**src/hdl/double_ended_queue_top_assert.svh**
```systemverilog
// ----------------------------------------------------------------------------
// Assertion macros for the double-ended queue
// Clocked on clk, disabled while rst_n is low.
// ----------------------------------------------------------------------------
`ifndef DOUBLE_ENDED_QUEUE_TOP_ASSERT_SVH
`define DOUBLE_ENDED_QUEUE_TOP_ASSERT_SVH

// same-cycle implication
`define DEQ_ASSERT_IMP(lbl, cond, prop, msg) \
    lbl: assert property (@(posedge clk) disable iff (!rst_n) (cond) |-> (prop)) \
        else $error(msg);

// next-cycle implication
`define DEQ_ASSERT_NXT(lbl, cond, prop, msg) \
    lbl: assert property (@(posedge clk) disable iff (!rst_n) (cond) |=> (prop)) \
        else $error(msg);

`endif

```
**src/hdl/deq_pkg.sv**
```systemverilog
// ----------------------------------------------------------------------------
// deq_pkg
// Shared constants and types of the double-ended queue.
// ----------------------------------------------------------------------------
`default_nettype none

package deq_pkg;

    localparam int CAPACITY = 256;
    localparam int IDX_W    = $clog2(CAPACITY);
    localparam int CNT_W    = $clog2(CAPACITY + 1);
    localparam int DATA_W   = 32;
    localparam int ACTION_W = 3;
    localparam int POS_W    = 8;
    localparam int STATUS_W = 2;
    localparam int OCC_W    = 9;

    typedef enum logic [ACTION_W-1:0] {
        ACT_PUSH_BACK  = 3'd0,
        ACT_PUSH_FRONT = 3'd1,
        ACT_POP_BACK   = 3'd2,
        ACT_POP_FRONT  = 3'd3,
        ACT_READ       = 3'd4,
        ACT_CLEAR      = 3'd5
    } action_t;

    typedef enum logic [STATUS_W-1:0] {
        ST_OK    = 2'd0,
        ST_EMPTY = 2'd1,
        ST_RANGE = 2'd2,
        ST_FULL  = 2'd3
    } status_t;

    typedef struct packed {
        logic              we;
        logic [IDX_W-1:0]  waddr;
        logic [DATA_W-1:0] wdata;
        logic              re;
        logic [IDX_W-1:0]  raddr;
    } ram_req_t;

endpackage

`default_nettype wire

```
**src/hdl/deq_in_if.sv**
```systemverilog
// ----------------------------------------------------------------------------
// deq_in_if
// Command channel: one queue action per transfer.
// ----------------------------------------------------------------------------
`default_nettype none

interface deq_in_if;

    logic                                 valid;
    logic                                 ready;
    logic [deq_pkg::ACTION_W-1:0]         action;
    logic signed [deq_pkg::DATA_W-1:0]    value;
    logic [deq_pkg::POS_W-1:0]            position;

    modport source (output valid, output action, output value, output position,
                    input ready);
    modport sink   (input valid, input action, input value, input position,
                    output ready);

endinterface

`default_nettype wire

```
**src/hdl/deq_out_if.sv**
```systemverilog
// ----------------------------------------------------------------------------
// deq_out_if
// Response channel: one result per command transfer.
// ----------------------------------------------------------------------------
`default_nettype none

interface deq_out_if;

    logic                                 valid;
    logic                                 ready;
    logic signed [deq_pkg::DATA_W-1:0]    read_data;
    logic [deq_pkg::STATUS_W-1:0]         status;
    logic signed [deq_pkg::DATA_W-1:0]    front_value;
    logic signed [deq_pkg::DATA_W-1:0]    back_value;
    logic [deq_pkg::OCC_W-1:0]            occupancy;
    logic                                 is_empty;

    modport source (output valid, output read_data, output status,
                    output front_value, output back_value, output occupancy,
                    output is_empty, input ready);
    modport sink   (input valid, input read_data, input status,
                    input front_value, input back_value, input occupancy,
                    input is_empty, output ready);

endinterface

`default_nettype wire

```
**src/hdl/deq_ctrl.sv**
```systemverilog
// ----------------------------------------------------------------------------
// deq_ctrl
// Ring pointer, count, cached end words and response register; drives the
// slot RAM and waits one cycle where a slot has to be read.
// ----------------------------------------------------------------------------
`default_nettype none

module deq_ctrl (
    input  wire logic                   clk,
    input  wire logic                   rst_n,
    deq_in_if.sink                      cmd,
    deq_out_if.source                   rsp,
    output deq_pkg::ram_req_t           ram_req,
    input  wire logic [deq_pkg::DATA_W-1:0] ram_rdata
);

    import deq_pkg::*;

    localparam int WIDE_W = CNT_W + POS_W;
    localparam logic [CNT_W:0] CAP_EXT = (CNT_W + 1)'(CAPACITY);
    localparam logic [CNT_W-1:0] CAP_CNT = CNT_W'(CAPACITY);
    localparam logic [IDX_W-1:0] LAST_IDX = IDX_W'(CAPACITY - 1);

    typedef enum logic {S_IDLE, S_WAIT} state_t;
    typedef enum logic [1:0] {P_READ, P_POP_FRONT, P_POP_BACK} pend_t;

    state_t              state_reg, state_next;
    pend_t               pend_reg, pend_next;
    logic [IDX_W-1:0]    front_idx_reg, front_idx_next;
    logic [CNT_W-1:0]    count_reg, count_next;
    logic [DATA_W-1:0]   front_word_reg, front_word_next;
    logic [DATA_W-1:0]   back_word_reg, back_word_next;

    logic                out_valid_reg, out_valid_next;
    logic [DATA_W-1:0]   out_data_reg, out_data_next;
    logic [STATUS_W-1:0] out_status_reg, out_status_next;
    logic [DATA_W-1:0]   out_front_reg, out_front_next;
    logic [DATA_W-1:0]   out_back_reg, out_back_next;
    logic [OCC_W-1:0]    out_occ_reg, out_occ_next;
    logic                out_empty_reg, out_empty_next;

    logic                out_free;
    logic                accept;
    logic                load;
    logic [DATA_W-1:0]   res_data;
    status_t             res_status;
    logic [WIDE_W-1:0]   pos_wide;
    logic [WIDE_W-1:0]   cnt_wide;
    logic [CNT_W+OCC_W-1:0] occ_wide;

    function automatic logic [IDX_W-1:0] ring_add(input logic [IDX_W-1:0] base,
                                                  input logic [CNT_W-1:0] off);
        logic [CNT_W:0] sum;
        sum = (CNT_W + 1)'(base) + {1'b0, off};
        if (sum >= CAP_EXT)
        begin
            sum = sum - CAP_EXT;
        end
        return sum[IDX_W-1:0];
    endfunction

    assign out_free  = !out_valid_reg || rsp.ready;
    assign cmd.ready = (state_reg == S_IDLE) && out_free;
    assign accept    = cmd.valid && cmd.ready;

    always_comb
    begin
        state_next      = state_reg;
        pend_next       = pend_reg;
        front_idx_next  = front_idx_reg;
        count_next      = count_reg;
        front_word_next = front_word_reg;
        back_word_next  = back_word_reg;
        out_valid_next  = out_valid_reg && !rsp.ready;
        out_data_next   = out_data_reg;
        out_status_next = out_status_reg;
        out_front_next  = out_front_reg;
        out_back_next   = out_back_reg;
        out_occ_next    = out_occ_reg;
        out_empty_next  = out_empty_reg;
        ram_req         = '0;
        load            = 1'b0;
        res_data        = '0;
        res_status      = ST_OK;
        pos_wide        = WIDE_W'(cmd.position);
        cnt_wide        = WIDE_W'(count_reg);

        unique case (state_reg)
            S_IDLE:
            begin
                if (accept)
                begin
                    load = 1'b1;
                    case (action_t'(cmd.action))
                        ACT_PUSH_BACK:
                        begin
                            if (count_reg == CAP_CNT)
                            begin
                                res_status = ST_FULL;
                            end
                            else
                            begin
                                ram_req.we    = 1'b1;
                                ram_req.waddr = ring_add(front_idx_reg, count_reg);
                                ram_req.wdata = cmd.value;
                                count_next    = count_reg + 1'b1;
                                back_word_next = cmd.value;
                                if (count_reg == '0)
                                begin
                                    front_word_next = cmd.value;
                                end
                            end
                        end
                        ACT_PUSH_FRONT:
                        begin
                            if (count_reg == CAP_CNT)
                            begin
                                res_status = ST_FULL;
                            end
                            else
                            begin
                                front_idx_next = (front_idx_reg == '0) ? LAST_IDX
                                                                       : front_idx_reg - 1'b1;
                                ram_req.we      = 1'b1;
                                ram_req.waddr   = front_idx_next;
                                ram_req.wdata   = cmd.value;
                                count_next      = count_reg + 1'b1;
                                front_word_next = cmd.value;
                                if (count_reg == '0)
                                begin
                                    back_word_next = cmd.value;
                                end
                            end
                        end
                        ACT_POP_BACK:
                        begin
                            if (count_reg == '0)
                            begin
                                res_status = ST_EMPTY;
                            end
                            else
                            begin
                                count_next = count_reg - 1'b1;
                                if (count_next != '0)
                                begin
                                    ram_req.re    = 1'b1;
                                    ram_req.raddr = ring_add(front_idx_reg,
                                                             count_next - 1'b1);
                                    pend_next     = P_POP_BACK;
                                    state_next    = S_WAIT;
                                    load          = 1'b0;
                                end
                            end
                        end
                        ACT_POP_FRONT:
                        begin
                            if (count_reg == '0)
                            begin
                                res_status = ST_EMPTY;
                            end
                            else
                            begin
                                count_next     = count_reg - 1'b1;
                                front_idx_next = ring_add(front_idx_reg, CNT_W'(1));
                                if (count_next != '0)
                                begin
                                    ram_req.re    = 1'b1;
                                    ram_req.raddr = front_idx_next;
                                    pend_next     = P_POP_FRONT;
                                    state_next    = S_WAIT;
                                    load          = 1'b0;
                                end
                            end
                        end
                        ACT_READ:
                        begin
                            if (pos_wide >= cnt_wide)
                            begin
                                res_status = ST_RANGE;
                                res_data   = '1;
                            end
                            else
                            begin
                                ram_req.re    = 1'b1;
                                ram_req.raddr = ring_add(front_idx_reg,
                                                         pos_wide[CNT_W-1:0]);
                                pend_next     = P_READ;
                                state_next    = S_WAIT;
                                load          = 1'b0;
                            end
                        end
                        ACT_CLEAR:
                        begin
                            count_next     = '0;
                            front_idx_next = '0;
                        end
                        default:
                        begin
                        end
                    endcase
                end
            end
            S_WAIT:
            begin
                if (out_free)
                begin
                    load       = 1'b1;
                    state_next = S_IDLE;
                    unique case (pend_reg)
                        P_READ:      res_data        = ram_rdata;
                        P_POP_FRONT: front_word_next = ram_rdata;
                        P_POP_BACK:  back_word_next  = ram_rdata;
                        default:
                        begin
                        end
                    endcase
                end
            end
            default:
            begin
                state_next = S_IDLE;
            end
        endcase

        occ_wide = (CNT_W + OCC_W)'(count_next);
        if (load)
        begin
            out_valid_next  = 1'b1;
            out_data_next   = res_data;
            out_status_next = res_status;
            out_occ_next    = occ_wide[OCC_W-1:0];
            out_empty_next  = (count_next == '0);
            out_front_next  = out_empty_next ? '0 : front_word_next;
            out_back_next   = out_empty_next ? '0 : back_word_next;
        end
    end

    always_ff @(posedge clk or negedge rst_n)
    begin
        if (!rst_n)
        begin
            state_reg      <= S_IDLE;
            pend_reg       <= P_READ;
            front_idx_reg  <= '0;
            count_reg      <= '0;
            front_word_reg <= '0;
            back_word_reg  <= '0;
            out_valid_reg  <= 1'b0;
            out_data_reg   <= '0;
            out_status_reg <= '0;
            out_front_reg  <= '0;
            out_back_reg   <= '0;
            out_occ_reg    <= '0;
            out_empty_reg  <= 1'b0;
        end
        else
        begin
            state_reg      <= state_next;
            pend_reg       <= pend_next;
            front_idx_reg  <= front_idx_next;
            count_reg      <= count_next;
            front_word_reg <= front_word_next;
            back_word_reg  <= back_word_next;
            out_valid_reg  <= out_valid_next;
            out_data_reg   <= out_data_next;
            out_status_reg <= out_status_next;
            out_front_reg  <= out_front_next;
            out_back_reg   <= out_back_next;
            out_occ_reg    <= out_occ_next;
            out_empty_reg  <= out_empty_next;
        end
    end

    assign rsp.valid       = out_valid_reg;
    assign rsp.read_data   = out_data_reg;
    assign rsp.status      = out_status_reg;
    assign rsp.front_value = out_front_reg;
    assign rsp.back_value  = out_back_reg;
    assign rsp.occupancy   = out_occ_reg;
    assign rsp.is_empty    = out_empty_reg;

endmodule

`default_nettype wire

```
**src/flat_wrapper.sv**
```systemverilog
// flat-port wrapper written by rule: the top's interface ports become plain ports
module deq_ctrl_flat import deq_pkg::*;
  (clk, rst_n, ram_req, ram_rdata, cmd_valid, cmd_action, cmd_value, cmd_position, cmd_ready, rsp_valid, rsp_read_data, rsp_status, rsp_front_value, rsp_back_value, rsp_occupancy, rsp_is_empty, rsp_ready);
  deq_in_if cmd_i ();
  deq_out_if rsp_i ();
  input  wire logic clk;
  input  wire logic rst_n;
  output deq_pkg::ram_req_t ram_req;
  input  wire logic [deq_pkg::DATA_W-1:0] ram_rdata;
  input wire logic [$bits(cmd_i.valid)-1:0] cmd_valid;
  input wire logic [$bits(cmd_i.action)-1:0] cmd_action;
  input wire logic [$bits(cmd_i.value)-1:0] cmd_value;
  input wire logic [$bits(cmd_i.position)-1:0] cmd_position;
  output wire logic [$bits(cmd_i.ready)-1:0] cmd_ready;
  output wire logic [$bits(rsp_i.valid)-1:0] rsp_valid;
  output wire logic [$bits(rsp_i.read_data)-1:0] rsp_read_data;
  output wire logic [$bits(rsp_i.status)-1:0] rsp_status;
  output wire logic [$bits(rsp_i.front_value)-1:0] rsp_front_value;
  output wire logic [$bits(rsp_i.back_value)-1:0] rsp_back_value;
  output wire logic [$bits(rsp_i.occupancy)-1:0] rsp_occupancy;
  output wire logic [$bits(rsp_i.is_empty)-1:0] rsp_is_empty;
  input wire logic [$bits(rsp_i.ready)-1:0] rsp_ready;
  assign cmd_i.valid = cmd_valid;
  assign cmd_i.action = cmd_action;
  assign cmd_i.value = cmd_value;
  assign cmd_i.position = cmd_position;
  assign cmd_ready = cmd_i.ready;
  assign rsp_valid = rsp_i.valid;
  assign rsp_read_data = rsp_i.read_data;
  assign rsp_status = rsp_i.status;
  assign rsp_front_value = rsp_i.front_value;
  assign rsp_back_value = rsp_i.back_value;
  assign rsp_occupancy = rsp_i.occupancy;
  assign rsp_is_empty = rsp_i.is_empty;
  assign rsp_i.ready = rsp_ready;
  deq_ctrl u_core (.clk(clk), .rst_n(rst_n), .cmd(cmd_i), .rsp(rsp_i), .ram_req(ram_req), .ram_rdata(ram_rdata));
endmodule
```
**config.mk**
```make
export PLATFORM = sky130hd
export DESIGN_NAME = deq_ctrl_flat
export DESIGN_NICKNAME = d
export VERILOG_FILES = /design/src/hdl/double_ended_queue_top_assert.svh /design/src/hdl/deq_pkg.sv /design/src/hdl/deq_in_if.sv /design/src/hdl/deq_out_if.sv /design/src/hdl/deq_ctrl.sv /design/src/flat_wrapper.sv
export SDC_FILE = /design/constraint.sdc
export NUM_CORES = 1
export LEC_CHECK = 0
export BUFFER_PORTS_ARGS = -buffer_cell sky130_fd_sc_hd__clkbuf_2
export CAP_MARGIN = 10
export CORE_ASPECT_RATIO = 1.25
export CORE_MARGIN = 8
export CORE_UTILIZATION = 56
export DETAILED_ROUTE_END_ITERATION = 7
export HOLD_SLACK_MARGIN = 0.03
export PLACE_DENSITY_LB_ADDON = 0.08
export SLEW_MARGIN = 0
export SYNTH_ARGS = -nofsm -noshare
export SYNTH_HDL_FRONTEND = slang
export SYNTH_SLANG_ARGS = --single-unit
```
**constraint.sdc**
```tcl
create_clock -name clk -period 4 [get_ports clk]
set_clock_uncertainty 0.05 [all_clocks]
set_input_delay 0.6 -clock clk [delete_from_list [all_inputs] [get_ports clk]]
set_output_delay 0.6 -clock clk [all_outputs]
set_load 0.005 [all_outputs]
```
# After elaboration in Yosys (flattened, before gate mapping)
# Index checks and enable logic that the tools add are counted.
# classes
add_sub_neg	12
n_lt_le_gt_ge	5
eq_ne	14
muxes	75
n_bitwise	1
n_reduce_logical	18
# op_table
op	n
$mux W32	19
$pmux W32 S2	5
$mux W50	2
$mux W41	2
$pmux W41 S2	1
$mux W9	9
$mux W8	7
$pmux W9 S3	2
$sub A8 B1 Y8 const B	5
$pmux W8 S3	1
$add A8 B9 Y10	2
$ge A10 B9 Y1 const B	2
$ge A9 B9 Y1 const B	2
$logic_not A9 Y1	2
$mux W2	9
$sub A9 B1 Y9 const B	2
$mux W1	12
$pmux W2 S3	2
$add A8 B1 Y9 const B	1
$add A8 B8 Y9	1
$add A9 B1 Y9 const B	1
$eq A9 B9 Y1 const B	1
$ge A8 B9 Y1	1
$reduce_bool A9 Y1	1
19 further kinds	33
# word_totals
regBits	193

# Logic depth before layout (Yosys ltp)
# logic_depth
word_depth	10
ltp_mapped	16

# Least setup slack after synthesis
# OpenSTA, ideal clock, no wires.
# synth_timing
path_type	register to output
startpoint	reg u_core.count_reg[0]
endpoint	out ram_req[7] (netlist bit)
arrival_time_ps	2973
required_time_ps	3350
setup_slack_ps	377
stages_incl_launch_ff	14
cell_sequence	dfrtp_1 -> buf_2 -> inv_1 -> ha_1 -> buf_2 -> or3b_2 -> nor3_1 -> o31ai_1 -> xor2_1 -> ha_1 -> o41a_1 -> xnor2_1 -> o21a_1 -> o21ai_0
# synth_lines
element	line	text
start, declared	deq_ctrl.sv:30	logic [CNT_W-1:0] count_reg, count_next;
start signal, assigned	deq_ctrl.sv:261	count_reg <= count_next;
end, declared	flat_wrapper.sv:8	output deq_pkg::ram_req_t ram_req;

==> impl_metrics.ini <==
[setup_path]
path_class = flop to output port
crit_path_start_kind = flop
cp_top_family = compound AO/OA/AOI/OAI gates
path_depth = 13
slowest_stage = dfrtp_1
crit_path_max_fanout = 4
slowest_delay_ns = 0.41
end_kind = output port
reg2reg_depth = 9
crit_buf_inv = 2
critPathRequiredTime_ns = 3.35
crit_arrival_ns = 3.21
path_cells = inv_2, ha_2, xnor2_2, ha_1, a21o_1, a21oi_2, nand2b_1, a21oi_1, o41a_1, xnor2_1, o21a_1, o21ai_2, clkbuf_2

[synthesis]
synth_cell_types = 67
ys_top_cells_by_area = dfrtp_1 43%, mux2_2 7.8%, mux2i_1 5.7%
synth_ff_type = dfrtp_1
async_flop_share_pct = 100
synth_area_um2 = 11100
yosysTopAreaCellShare_pct = 43.3
ys_warn_count = 0
synth_common_cells = 193 x dfrtp_1, 108 x nor2_1, 88 x a21oi_1
avgSynthCellArea_um2 = 10.3
yosysMostFrequentCell = dfrtp_1
syn-num-nets = 1203
synth_seq_cells = 193
postSynthCellCount = 1086
post-synth-top-area-cell = dfrtp_1
ys_seq_area_share_pct = 43.3
synth_edf_count = 0

[floorplan]
initial_core_util_pct = 57.3
die_h_um = 174
dieArea_um2 = 24700
fp-row-count = 57
die_w_um = 142
core_area_um2 = 19500
top_level_ports = 239

[grt]
antenna_found_initial = 0
grt_pass1_vias = 9942
grt_max_degree = 111
grt_pass1_wl_um = 54700
overflow = 0
grtUsageTotal_pct = 28.2

[timing]
final_critical_path_setup_slack_ns = 0.135
final_hold_viol_count = 0
relSlewSlack_pct = 30.3
min_period_ns = 3.86
finalSetupViolCount = 0
rsz0062_at_grt = true
fmax_mhz = 259
min_period_over_period_pct = 96.6
slew_violations = 0
tightest_slew_ns = 1.05
final.setup.tns_ns = 0

[detailed_routing]
vias = 9650
drt_iter0_drc = 756
detail-route-antenna-nets = 0
first_pass_iters = 5
routedWlPerCell_um = 22.1
post_drt_via_cell_ratio = 6.08
drc = 0
wirelength_um = 35100

[final_layout]
fillers = 1622
drive_gt1_share_pct = 33.1
final_nets = 1424
area_delta_synth_final_pct = 20.3
stdcell_count = 1587

[pwr]
p_per_area_nw_per_um2 = 807
p_leak_uw = 0.00654
p_clk_share_pct = 15.3
p_sw_share_pct = 41.3
intPower_uw = 6350
p_sw_uw = 4470
ir_worst_vdd_mv = 0.407
p_comb_share_pct = 51.6
p_seq_share_pct = 33.1

[clock_network]
clk_latency_ns = 0.43
cts_made_buffers = 17
htree_levels = 4
cts_sinks = 193
cts_tree = built
clock_path_buffers = 2
cts-root-buf = clkbuf_16
clk_pin_slew_worst_paths_ns = 0.07

[placement]
place_inst = 1546
globalplace.congestion = 0.964
port_buffers = 238
dpl_worst_slack_ns = 0.191
dp_hpwl_um = 25000

[status]
outcome = finished clean

[worst_hold_path]
hp-class = input port to async pin

[run]
cap_violations = 0
## final timing paths
kind	start	to	slack [ns]
hold / removal	rst_n	u_core.count_reg[5]	0.20
setup reg to reg	u_core.count_reg[6]	u_core.rsp.front_value[26]	0.27
setup / recovery	u_core.count_reg[0]	ram_req[7]	0.14
hold reg to reg	u_core.rsp.back_value[1]	u_core.rsp.back_value[1]	0.46
max in group asynchronous	rst_n	u_core.rsp.front_value[29]	2.79
min in group clk	ram_rdata[26]	u_core.rsp.read_data[26]	0.38
## cell usage in the layout, fill, tap and decap left out, types with 4 or more instances in the layout
cell type and instances:
inv_1 20, nand3b_1 4, a21oi_1 86, nor2_1 107, o21ai_1 4, ha_1 33
dfrtp_1 189, o21a_1 5, mux2i_1 64, nand3_1 13, nor3b_1 4, nor3_1 15
nor2b_1 4, xnor2_1 26, and3_1 40, nand2b_1 10, o21ai_0 20, clkbuf_16 17
nand2_1 42, buf_4 48, xor2_1 13, a221o_1 33, inv_6 4, a31oi_1 6
a22oi_1 5, a22o_1 69, nor4_1 7, a21o_1 13, or3_1 8, clkbuf_2 237
mux2_2 77
## area by class of cell
class	instances	area, µm²	area share [%]
Multi-Input combinational cell	782	5930	44.3
Sequential cell	193	4840	36.1
Timing Repair Buffer	290	1630	12.2
Clock buffer	18	439	3.28
Tap cell	265	332	2.47
Clock inverter	14	140	1.05
Inverter	23	88.8	0.663
Antenna cell	2	5.00	0.0373
## metal layers
metal	share of wire, %	track usage [%]	up-vias
li1	-	-	4434
met1	40	33.7	4750
met2	50	47.9	375
met3	5.9	5.46	91
met4	4.0	12.7	0
met5	0	0	-
## repair_timing
action                     in CTS  in global routing
gates resized for setup        11                 19
hold buffers                    0                  0
pin swaps                       1                  9
setup endpoints to repair       7                  3
buffers inserted                4                  3
## power by group through the flow
stage          combinational [µW]  sequential, µW  clock [µW]
6_report                     5580            3580        1660
5_1_grt                      6140            3670        1760
4_1_cts                      5450            3550        1690
3_5_place_dp                 5340            3580           0
3_3_place_gp                 5230            3570           0
2_1_floorplan                3660            3400           0
## per-stage QoR
| stage | total power, µW | hold WS (ns) | area [µm²] | util [%] |
|---|---|---|---|---|
| 5_1_grt | 11600 | 0.282 | 13400 | 68.8 |
| 3_3_place_gp | 8790 | 0.438 | 12700 | 65.1 |
| 2_1_floorplan | 7060 | 0.254 | 11100 | - |
| 3_5_place_dp | 8920 | 0.440 | 12700 | 65.1 |
| 4_1_cts | 10700 | 0.254 | 13300 | 68.4 |
| 6_report | 10800 | 0.201 | 13400 | 68.9 |
## cell families (layout without fill, tap and decap cells)
group / Yosys count / after routing / share of synthesized area [%]
multiplexers: 141 / 141 / 13.5
adder cells (fa/ha/maj): 38 / 38 / 4.47
AO/OA/AOI/OAI: 279 / 279 / 17.9
AND/OR/NAND/NOR: 282 / 282 / 12.7
buffers and inverters: 111 / 345 / 4.77
other: 0 / 2 / 0
flip-flops: 193 / 193 / 43.3
XOR/XNOR: 42 / 42 / 3.30
Note: power is estimated with default switching activity, not from simulation.
